### src/rtl/dts_pkg.sv
// ----------------------------------------------------------------------------
// dts_pkg
// Types and constants shared by the DER sibling element scanner.
// ----------------------------------------------------------------------------
`default_nettype none

package dts_pkg;

  // Record kinds
  localparam logic REC_HEADER = 1'b0;
  localparam logic REC_END    = 1'b1;

  // End record status codes
  localparam logic [1:0] ST_OK      = 2'd0;
  localparam logic [1:0] ST_BADFORM = 2'd1;
  localparam logic [1:0] ST_TRUNC   = 2'd2;

  // DER length byte fields
  localparam logic [7:0] LEN_LONG_BIT = 8'h80;
  localparam logic [6:0] LEN_N_MASK   = 7'h7F;

  // Scan phase, one-hot
  typedef enum logic [4:0] {
    PH_TAG     = 5'b00001,
    PH_LEN     = 5'b00010,
    PH_LONG    = 5'b00100,
    PH_CONTENT = 5'b01000,
    PH_DEAD    = 5'b10000
  } phase_t;

  typedef struct packed {
    logic [7:0] data_byte;
    logic       last_byte;
  } in_item_t;

  typedef struct packed {
    logic        record_kind;
    logic [7:0]  element_tag;
    logic [31:0] content_offset;
    logic [31:0] content_length;
    logic [1:0]  status;
    logic        run_last;
  } out_item_t;

endpackage

`default_nettype wire

### src/rtl/der_tlv_sibling_scanner_top.sv
// ----------------------------------------------------------------------------
// der_tlv_sibling_scanner_top
// Scans a region of sibling DER elements and reports headers and region end.
// ----------------------------------------------------------------------------
//
//   channel   direction  handshake            payload
//   in_       input      in_valid / in_stall  in_data  (in_item_t)
//   out_      output     out_valid/ out_stall out_data (out_item_t)
//   cfg_      input      cfg_valid/ cfg_ready cfg_data (base_offset, 32 bits)
//
// One byte per cycle while the input is not stalled. A byte waits in the input
// register, where the scan state is updated and its 0..2 records are pushed
// into a 4-entry result queue; from the queue the records are shown on out_.
// The input stalls only while the queue holds more than two records.
// rst_n is synchronous: it clears the scan state, the queue and base_offset.
// cfg_ready is always high.
// ----------------------------------------------------------------------------
`default_nettype none

module der_tlv_sibling_scanner_top
  import dts_pkg::*;
#(
  parameter int MAX_LEN_BYTES = 4
) (
  input  wire logic        clk,
  input  wire logic        rst_n,

  input  wire logic        in_valid,
  output logic             in_stall,
  input  wire in_item_t    in_data,

  output logic             out_valid,
  input  wire logic        out_stall,
  output out_item_t        out_data,

  input  wire logic        cfg_valid,
  output logic             cfg_ready,
  input  wire logic [31:0] cfg_data
);

  localparam int QD = 4;
  localparam int QW = $clog2(QD);

  // configuration
  logic [31:0] base_r;

  // input register
  logic     in_vld_r;
  in_item_t in_item_r;

  // scan state
  phase_t      phase_r, phase_nxt;
  logic [7:0]  tag_r, tag_nxt;
  logic [31:0] accum_r, accum_nxt;
  logic [2:0]  lbl_r, lbl_nxt;
  logic [31:0] cleft_r, cleft_nxt;
  logic [31:0] pos_r, pos_nxt;

  // result queue
  out_item_t   q_r [QD];
  logic [QW-1:0] q_head_r, q_tail_r;
  logic [QW:0]   q_cnt_r, q_cnt_nxt;

  logic        room;
  logic        advance;
  logic        in_acc;
  logic        pop;

  logic        hdr_vld;
  logic [31:0] hdr_len;
  logic        end_vld;
  logic [1:0]  end_st;
  phase_t      ph_step;
  logic [6:0]  len_n;
  logic [31:0] cl_dec;
  logic [31:0] acc_step;
  out_item_t   rec0, rec1;
  logic [1:0]  push_n;

  assign cfg_ready = 1'b1;

  assign room     = (q_cnt_r <= (QW+1)'(QD - 2));
  assign advance  = in_vld_r && room;
  assign in_stall = in_vld_r && !room;
  assign in_acc   = in_valid && !in_stall;
  assign pop      = out_valid && !out_stall;

  assign out_valid = (q_cnt_r != '0);
  assign out_data  = q_r[q_head_r];

  assign len_n  = in_item_r.data_byte[6:0] & LEN_N_MASK;
  assign cl_dec = (cleft_r != '0) ? cleft_r - 32'd1 : cleft_r;
  // saturate once another byte would shift bits out of 32
  assign acc_step = (accum_r > 32'h00FF_FFFF) ? 32'hFFFF_FFFF
                                              : {accum_r[23:0], in_item_r.data_byte};

  // one byte of scan
  always_comb begin
    ph_step   = phase_r;
    tag_nxt   = tag_r;
    accum_nxt = accum_r;
    lbl_nxt   = lbl_r;
    cleft_nxt = cleft_r;
    pos_nxt   = pos_r;
    hdr_vld   = 1'b0;
    hdr_len   = '0;
    end_vld   = 1'b0;
    end_st    = ST_OK;

    unique case (phase_r)
      PH_TAG: begin
        tag_nxt = in_item_r.data_byte;
        ph_step = PH_LEN;
      end
      PH_LEN: begin
        if ((in_item_r.data_byte & LEN_LONG_BIT) == '0) begin
          hdr_vld = 1'b1;
          hdr_len = {24'd0, in_item_r.data_byte};
        end else if (len_n == '0 || 32'(len_n) > 32'(MAX_LEN_BYTES)) begin
          ph_step = PH_DEAD;
        end else begin
          accum_nxt = '0;
          lbl_nxt   = 3'(len_n - 7'd1);
          ph_step   = PH_LONG;
        end
      end
      PH_LONG: begin
        accum_nxt = acc_step;
        if (lbl_r == '0) begin
          hdr_vld = 1'b1;
          hdr_len = acc_step;
        end else begin
          lbl_nxt = lbl_r - 3'd1;
        end
      end
      PH_CONTENT: begin
        cleft_nxt = cl_dec;
        if (cl_dec == '0) ph_step = PH_TAG;
      end
      default: begin
        ph_step = PH_DEAD;
      end
    endcase

    if (hdr_vld) begin
      cleft_nxt = hdr_len;
      ph_step   = (hdr_len == '0) ? PH_TAG : PH_CONTENT;
    end

    phase_nxt = ph_step;
    if (in_item_r.last_byte) begin
      end_vld = 1'b1;
      priority if (ph_step == PH_DEAD) end_st = ST_BADFORM;
      else if (ph_step == PH_TAG)      end_st = ST_OK;
      else                             end_st = ST_TRUNC;
      phase_nxt = PH_TAG;
      tag_nxt   = '0;
      accum_nxt = '0;
      lbl_nxt   = '0;
      cleft_nxt = '0;
      pos_nxt   = '0;
    end else begin
      pos_nxt = pos_r + 32'd1;
    end
  end

  // build records; the first slot takes whichever comes first
  always_comb begin
    out_item_t hdr_rec, end_rec;
    hdr_rec.record_kind    = REC_HEADER;
    hdr_rec.element_tag    = tag_r;
    hdr_rec.content_offset = base_r + pos_r + 32'd1;
    hdr_rec.content_length = hdr_len;
    hdr_rec.status         = ST_OK;
    hdr_rec.run_last       = !end_vld;

    end_rec.record_kind    = REC_END;
    end_rec.element_tag    = '0;
    end_rec.content_offset = '0;
    end_rec.content_length = '0;
    end_rec.status         = end_st;
    end_rec.run_last       = 1'b1;

    rec0   = hdr_vld ? hdr_rec : end_rec;
    rec1   = end_rec;
    push_n = advance ? (2'(hdr_vld) + 2'(end_vld)) : 2'd0;
  end

  assign q_cnt_nxt = q_cnt_r + (QW+1)'(push_n) - (QW+1)'(pop);

  always_ff @(posedge clk) begin
    if (!rst_n) begin
      base_r   <= '0;
      in_vld_r <= 1'b0;
      phase_r  <= PH_TAG;
      tag_r    <= '0;
      accum_r  <= '0;
      lbl_r    <= '0;
      cleft_r  <= '0;
      pos_r    <= '0;
      q_head_r <= '0;
      q_tail_r <= '0;
      q_cnt_r  <= '0;
    end else begin
      if (cfg_valid && cfg_ready) base_r <= cfg_data;

      if (in_acc)       in_vld_r <= 1'b1;
      else if (advance) in_vld_r <= 1'b0;

      if (advance) begin
        phase_r <= phase_nxt;
        tag_r   <= tag_nxt;
        accum_r <= accum_nxt;
        lbl_r   <= lbl_nxt;
        cleft_r <= cleft_nxt;
        pos_r   <= pos_nxt;
      end

      if (pop) q_head_r <= q_head_r + QW'(1);
      q_tail_r <= q_tail_r + QW'(push_n);
      q_cnt_r  <= q_cnt_nxt;
    end
  end

  // payload registers
  always_ff @(posedge clk) begin
    if (in_acc) in_item_r <= in_data;
    if (push_n != 2'd0) q_r[q_tail_r] <= rec0;
    if (push_n == 2'd2) q_r[q_tail_r + QW'(1)] <= rec1;
  end

  // --------------------------------------------------------------------------
  // Assertions
  // --------------------------------------------------------------------------
  a_q_bound: assert property (@(posedge clk) disable iff (!rst_n)
    q_cnt_r <= (QW+1)'(QD))
    else $error("result queue overflow");

  a_last_restart: assert property (@(posedge clk) disable iff (!rst_n)
    advance && in_item_r.last_byte |=> phase_r == PH_TAG && pos_r == '0)
    else $error("scan not restarted after last byte");

  a_hdr_status: assert property (@(posedge clk) disable iff (!rst_n)
    out_valid && out_data.record_kind == REC_HEADER |->
      out_data.status == ST_OK && out_data.run_last == 1'b0 ||
      out_data.status == ST_OK && out_data.run_last == 1'b1)
    else $error("header record with nonzero status");

  a_stall_full: assert property (@(posedge clk) disable iff (!rst_n)
    in_stall |-> q_cnt_r > (QW+1)'(QD - 2))
    else $error("input stalled with queue room");

endmodule

`default_nettype wire
### config.mk
export PLATFORM = sky130hd
export DESIGN_NAME = der_tlv_sibling_scanner_top
export DESIGN_NICKNAME = d
export VERILOG_FILES = /design/src/rtl/dts_pkg.sv /design/src/rtl/der_tlv_sibling_scanner_top.sv
export SDC_FILE = /design/constraint.sdc
export NUM_CORES = 1
export LEC_CHECK = 0
export BUFFER_PORTS_ARGS = -buffer_cell sky130_fd_sc_hd__buf_2
export CELL_PAD_IN_SITES_DETAIL_PLACEMENT = 1
export CELL_PAD_IN_SITES_GLOBAL_PLACEMENT = 1
export CORE_MARGIN = 10
export CORE_UTILIZATION = 45
export CTS_BUF_LIST = sky130_fd_sc_hd__clkbuf_2 sky130_fd_sc_hd__clkbuf_4 sky130_fd_sc_hd__clkbuf_8
export CTS_CLUSTER_SIZE = 14
export DETAILED_ROUTE_END_ITERATION = 6
export PLACE_DENSITY = 0.78
export SLEW_MARGIN = 20
export SYNTH_ARGS = -nofsm -noshare
export SYNTH_HDL_FRONTEND = slang
export SYNTH_SLANG_ARGS = --single-unit
### constraint.sdc
create_clock -name clk -period 4.2 [get_ports clk]
set_input_delay 0.21 -clock clk [delete_from_list [all_inputs] [get_ports clk]]
set_output_delay 0.21 -clock clk [all_outputs]
set_load 0.03 [all_outputs]
==> impl_metrics.json, run 1 <==
{
  "finalCritPeriodShare": 0.951,
  "numClockSinks": 467,
  "drc_errors": 0,
  "mostFrequentLayoutCell": "dfxtp_1",
  "worst_pin_slew_ns": 1.10,
  "endpoint_kind": "flip-flop",
  "fin_tns_setup_ns": 0,
  "hold_end": "in_vld_r$_SDFFE_PN0P_",
  "root_buffer": "clkbuf_8",
  "hold_depth": 2,
  "via_per_inst": 5.94,
  "worstSetupStartpointType": "flip-flop",
  "drt-initial-drc-count": 1168,
  "place_area_sq_um": 22300,
  "synth_warnings": 0,
  "ys_types": 76,
  "die-area_sq_um": 55800,
  "wl_per_cell_microns": 22.9,
  "grt_pass1_wl_microns": 108000,
  "grt-ovfl-total": 0,
  "gp_congestion": 0.910,
  "numCtsBuffers": 82,
  "crit_path_top_delay_cell": "or4b_1",
  "die_x_microns": 236,
  "antenna_found_initial": 2,
  "rr_endpoint": "q_r[3][2]$_DFFE_PP_",
  "ff_latch_area_sq_um": 9530,
  "synth_area_sq_um": 21000,
  "whs_ns": 0.132,
  "clk_path_buf_depth": 3,
  "postRouteAntennaNets": 0,
  "mostFrequentLayoutCells": "448 x dfxtp_1, 290 x nand2_1, 231 x o21ai_0",
  "synth.net_count": 2289,
  "worst_path_largest_cell_delay_ns": 0.64,
  "ctsHtreeMaxLevel": 3,
  "worstPathCellList": "inv_1 > ha_1 > or4b_1 > nor4_1 > o311ai_1 > a221oi_1 > nand4b_1 > nor4_2 > a31oi_1 > nor3b_2 > and2_1",
  "num_vias": 17916,
  "n_antenna_cell": 0,
  "clk_pin_slew_ns": 0.06,
  "firstDrtPassIters": 5,
  "cp_data_required_time_ns": 4.62,
  "multi_input_area_sq_um": 10900,
  "power.density_nw_per_um2": 798,
  "clk_latency_ns": 0.69,
  "peakVddDrop_mv": 0.939,
  "power.leakage_nw": 9.47,
  "hold_class": "in2reg",
  "hold_viol": 0,
  "finalSetupViolations": 0,
  "io_pins": 125,
  "fmax_ghz": 0.250,
  "start_util": 0.453,
  "hpwlAfterDp_microns": 46600,
  "wirelength_microns": 69100,
  "avgSynthCellArea_sq_um": 9.55,
  "grt_util_all_layers": 0.240,
  "synthCells": 2201,
  "area_delta_synth_final_pct": 16.2,
  "critPathArrivalTime_ns": 4.42,
  "layout_min_cycle_time_ns": 4.00,
  "reg2regPathDepth": 11,
  "yosys_register_bits": 467,
  "grt_pass1_vias": 18841,
  "power.total_mw": 19.5,
  "cts_tree": "done",
  "num_rows": 79,
  "min-delay-start": "rst_n",
  "fillers": 5211,
  "finalInstanceArea_sq_um": 24400,
  "r2r-start": "cleft_r[0]$_SDFFE_PN0P_",
  "cts_hold_buf": 42,
  "nNetsFinal": 2441,
  "port_buffers": 123,
  "synth_edf_count": 17,
  "path_class": "reg2reg",
  "maxCapViolCount": 0,
  "critical_path.max_fanout": 8,
  "status": "finished, final reports clean",
  "slew_violations": 0,
  "rsz0062_at_grt": "false",
  "layout-drive-gt1-share": 0.174,
  "max_slew_margin": 0.258,
  "coreArea_sq_um": 46400,
  "cts_setup_buffers": 0,
  "fin_skew_ns": 0.0324,
  "synthArstFlopShare": 0,
  "seq_area_frac_synth": 0.453,
  "post-route-util": 0.527,
  "ys.flop_type": "dfxtp_1",
  "r2r_slack_ns": 0.20,
  "ctsResizeCount": 0,
  "die_h_microns": 236,
  "grt_max_degree": 88
}
-- final cells by class --
type                       count  share of cell area
clock buffer                 122              0.0631
clock inverter                18             0.00497
inverter                      23             0.00354
multi-input combinational   1558               0.445
sequential                   467               0.390
tap                          607              0.0311
timing repair buffer         221              0.0617
-- critical path, delay by kind of cell (launching register included) --
family                   cells  cell delay [ns]
AO/OA/AOI/OAI                3             0.79
adder cells (fa/ha/maj)      1             0.26
buffers and inverters        1             0.11
AND/OR/NAND/NOR              6             2.20
flip-flops                   1             0.39
-- logic make-up after synthesis --
kind of cell    Yosys count  share of synthesized area
compound gates          639                      0.199
xor+xnor                 74                     0.0308
fa+ha+maj                42                     0.0257
buf+inv                 176                     0.0324
flops                   467                      0.453
mux                     125                      0.105
other cells               1                   0.000178
simple gates            677                      0.155
-- cells in the mapped netlist (all sizes together), types with 11 or more instances --
library cell	count	area, sq um
a31oi	11	68.8
and2	20	125
a21oi	59	295
xor2	39	342
buf	23	106
nor2	117	439
mux4	76	1710
nand2	290	1090
mux2i	49	490
o31ai	11	82.6
o211ai	47	358
ha	40	500
nor4	25	169
nand2b	12	75.1
a22oi	43	323
a21o	19	143
dfxtp	450	9010
xnor2	35	307
nor3	24	120
nand4	13	81.3
inv	23	86.3
nor2b	79	494
o21ai	260	1300
or3	16	100
clkbuf	130	488
nand3	28	140
a22o	108	946
edfxtp	17	510
a21boi	45	338
and3	12	75.1
-- worst max path at each step --
stage | slack [ns] | depth (start not counted) | start | to
global route | 0.06 | 12 | phase_r[4]$_SDFFE_PN0P_ | q_r[1][60]$_SDFFE_PP0P_
detailed placement | 0.37 | 11 | cleft_r[0]$_SDFFE_PN0P_ | q_r[3][2]$_DFFE_PP_
CTS | 0.34 | 12 | phase_r[4]$_SDFFE_PN0P_ | q_r[1][60]$_SDFFE_PP0P_
finish | 0.20 | 11 | cleft_r[0]$_SDFFE_PN0P_ | q_r[3][2]$_DFFE_PP_
floorplan | 0.003 | 13 | phase_r[4]$_SDFFE_PN0P_ | q_r[1][55]$_SDFFE_PP0P_
global placement | 0.51 | 11 | cleft_r[0]$_SDFFE_PN0P_ | q_r[3][2]$_DFFE_PP_
-- metrics by stage --
step                      setup slack (ns)  std cells
after global routing                0.0615       3016
after CTS                            0.336       3016
after detailed placement             0.366       2834
after floorplan                    0.00262       2201
final                                0.204       3016
after global placement               0.512       2834
-- metal layers --
layer  vias to the layer above  global-route usage  part of all wire
met5                         -                   0                 0
li1                       8303                   -                 -
met1                      9039               0.320              0.46
met4                         0              0.0868             0.026
met2                       462               0.378              0.46
met3                       112              0.0479             0.058
-- state kept, by name, summed over array words and instances, names as in the netlist, named ones only --
register / flops
in_vld_r: 1
cleft_r: 32
accum_r: 32
q_r: 304
in_item_r: 9
base_r: 32
phase_r: 5
lbl_r: 3
q_head_r: 2
tag_r: 8
q_tail_r: 2
q_cnt_r: 3
pos_r: 32
-- report_power, final --
group          switching (mW)  leakage (nW)  total [mW]  internal (mW)
Sequential              0.371          3.79        5.03           4.66
Combinational            5.98          4.79        10.2           4.18
Clock                    1.95         0.887        4.31           2.35
(Power assumes the default switching activity.)
==> inputs of run 2 (changes only) <==
--- a/config.mk
+++ b/config.mk
@@ -14,6 +14,7 @@
 export CTS_CLUSTER_SIZE = 14
 export DETAILED_ROUTE_END_ITERATION = 6
 export PLACE_DENSITY = 0.78
+export RECOVER_POWER = 50
 export SLEW_MARGIN = 20
 export SYNTH_ARGS = -nofsm -noshare
 export SYNTH_HDL_FRONTEND = slang
==> run 2 against run 1 <==
Effect of this change: the run now ends with capacitance limit, slew limit left; setup slack gained 0.0072 ns; clock power is essentially flat; register-to-register slack is essentially flat; non-clock buffer count is the same; clock skew grew 0.0016 ns; clock-buffer cell count is the same; via count grew 0.22%; combinational power is essentially flat; largest power group unchanged.
==> impl_metrics.json, run 2 (synthesis results as in run 1) <==
{
  "drt-initial-drc-count": 1159,
  "worstSetupStartpointType": "flip-flop",
  "dp_slack_ns": 0.366,
  "grt_max_degree": 88,
  "path_delay_family": "simple AND/OR/NAND/NOR gates",
  "ctsHtreeMaxLevel": 3,
  "fin_skew_ns": 0.0340,
  "cts_setup_buffers": 0,
  "gp_congestion": 0.910,
  "worst_path_largest_cell_delay_ns": 0.63,
  "hold_class": "in2reg",
  "mostFrequentLayoutCells": "448 x dfxtp_1, 290 x nand2_1, 238 x o21ai_0",
  "grt-ovfl-total": 0,
  "layout_min_cycle_time_ns": 3.99,
  "die-area_sq_um": 55800,
  "hpwlAfterDp_microns": 46600,
  "die_x_microns": 236,
  "layout-drive-gt1-share": 0.144,
  "firstDrtPassIters": 5,
  "drc_errors": 0,
  "grt_pass1_wl_microns": 108000,
  "n_antenna_cell": 0,
  "regMostFlops": "q_r",
  "intPower_mw": 11.2,
  "violations": "capacitance limit, slew limit",
  "p_sw_frac": 0.427,
  "wirelength_microns": 69200,
  "setup_ws_ns": 0.211,
  "via_per_inst": 5.95,
  "hold_viol": 0,
  "grt_util_all_layers": 0.240,
  "coreArea_sq_um": 46400,
  "status": "finished with violations",
  "fin_tns_setup_ns": 0,
  "cp_data_required_time_ns": 4.62,
  "crit_path_top_delay_cell": "or4b_1",
  "io_pins": 125,
  "worst_pin_slew_ns": 2.35,
  "clk_path_buf_depth": 3,
  "cts_tree": "done",
  "num_rows": 79,
  "postRouteAntennaNets": 0,
  "peakVddDrop_mv": 0.936,
  "power.leakage_nw": 9.15,
  "clk_pin_slew_ns": 0.06,
  "die_h_microns": 236,
  "antenna_found_initial": 1,
  "endpoint_kind": "flip-flop",
  "critPathArrivalTime_ns": 4.40,
  "switching_power_mw": 8.31,
  "area_delta_synth_final_pct": 15.5,
  "maxCapViolCount": 3,
  "fillers": 5250,
  "start_util": 0.453,
  "finalSetupViolations": 0,
  "ctsResizeCount": 0,
  "finalCritPeriodShare": 0.950,
  "cp_num_buf_inv": 1,
  "wl_per_cell_microns": 22.9,
  "numClockSinks": 467,
  "max_slew_margin": -0.569,
  "clockPowerShare": 0.221,
  "numCtsBuffers": 82,
  "p_comb_frac": 0.521,
  "power.density_nw_per_um2": 802,
  "fmax_ghz": 0.251,
  "port_buffers": 123,
  "slew_violations": 104,
  "largest_register_ffs": 304,
  "grt_pass1_vias": 18841,
  "root_buffer": "clkbuf_8",
  "rsz0062_at_grt": "false",
  "nNetsFinal": 2441,
  "critical_path.max_fanout": 8,
  "path_class": "reg2reg",
  "clk_latency_ns": 0.68,
  "num_vias": 17955,
  "pwr-share-seq": 0.258,
  "worstPathCellList": "inv_1 > ha_1 > or4b_1 > nor4_1 > o311ai_1 > a221oi_1 > nand4b_1 > nor4_2 > a31oi_1 > nor3b_2 > and2_1",
  "mostFrequentLayoutCell": "dfxtp_1"
}
-- run 2: power groups by stage --
| stage | clock network [mW] | registers [mW] | logic (mW) |
|---|---|---|---|
| final | 4.30 | 5.02 | 10.2 |
| after global routing | 4.59 | 5.06 | 11.1 |
| after CTS | 4.39 | 5.02 | 10.0 |
| after detailed placement | 0 | 5.12 | 9.92 |
| after global placement | 0 | 5.10 | 9.87 |
| after floorplan | 0 | 4.88 | 7.58 |
-- run 2: repair_timing --
item	in CTS	in global routing
hold buffers	42	0
hold endpoints to repair	42	0
endpoints found under the setup margin	0	0
-- run 2: worst paths after layout --
check	startpoint	end	slack, ns	depth (start not counted)
max	cleft_r[0]$_SDFFE_PN0P_	q_r[3][2]$_DFFE_PP_	0.21	11
min	rst_n	in_vld_r$_SDFFE_PN0P_	0.13	2
max reg2reg	cleft_r[0]$_SDFFE_PN0P_	q_r[3][2]$_DFFE_PP_	0.21	11
min reg2reg	q_r[2][27]$_SDFFE_PP0P_	q_r[2][27]$_SDFFE_PP0P_	0.45	2
-- run 2: per-stage QoR --
stage | power, mW | area [sq um] | instances | utilization | hold WS, ns
CTS | 19.4 | 24400 | 3016 | 0.527 | 0.0795
floorplan | 12.5 | 21000 | 2201 | - | 0.309
global placement | 15.0 | 22300 | 2834 | 0.482 | 0.390
detailed placement | 15.0 | 22300 | 2834 | 0.482 | 0.389
finish | 19.5 | 24300 | 3016 | 0.524 | 0.133
global route | 20.8 | 24300 | 3016 | 0.524 | 0.150
-- run 2: per-layer routing --
metal / track usage / vias up / wire [microns]
met4: 0.0868 / 0 / 1720
li1: - / 8302 / -
met1: 0.320 / 9082 / 31700
met3: 0.0479 / 109 / 4040
met2: 0.378 / 462 / 31800
met5: 0 / - / 0
-- run 2: final cells by class --
type | instances | area (sq um) | share of cell area
Timing Repair Buffer | 221 | 1370 | 0.0565
Multi-Input combinational cell | 1558 | 10900 | 0.448
Clock buffer | 122 | 1540 | 0.0635
Sequential cell | 467 | 9520 | 0.392
Tap cell | 607 | 759 | 0.0313
Inverter | 23 | 86.3 | 0.00356
Clock inverter | 18 | 121 | 0.00500
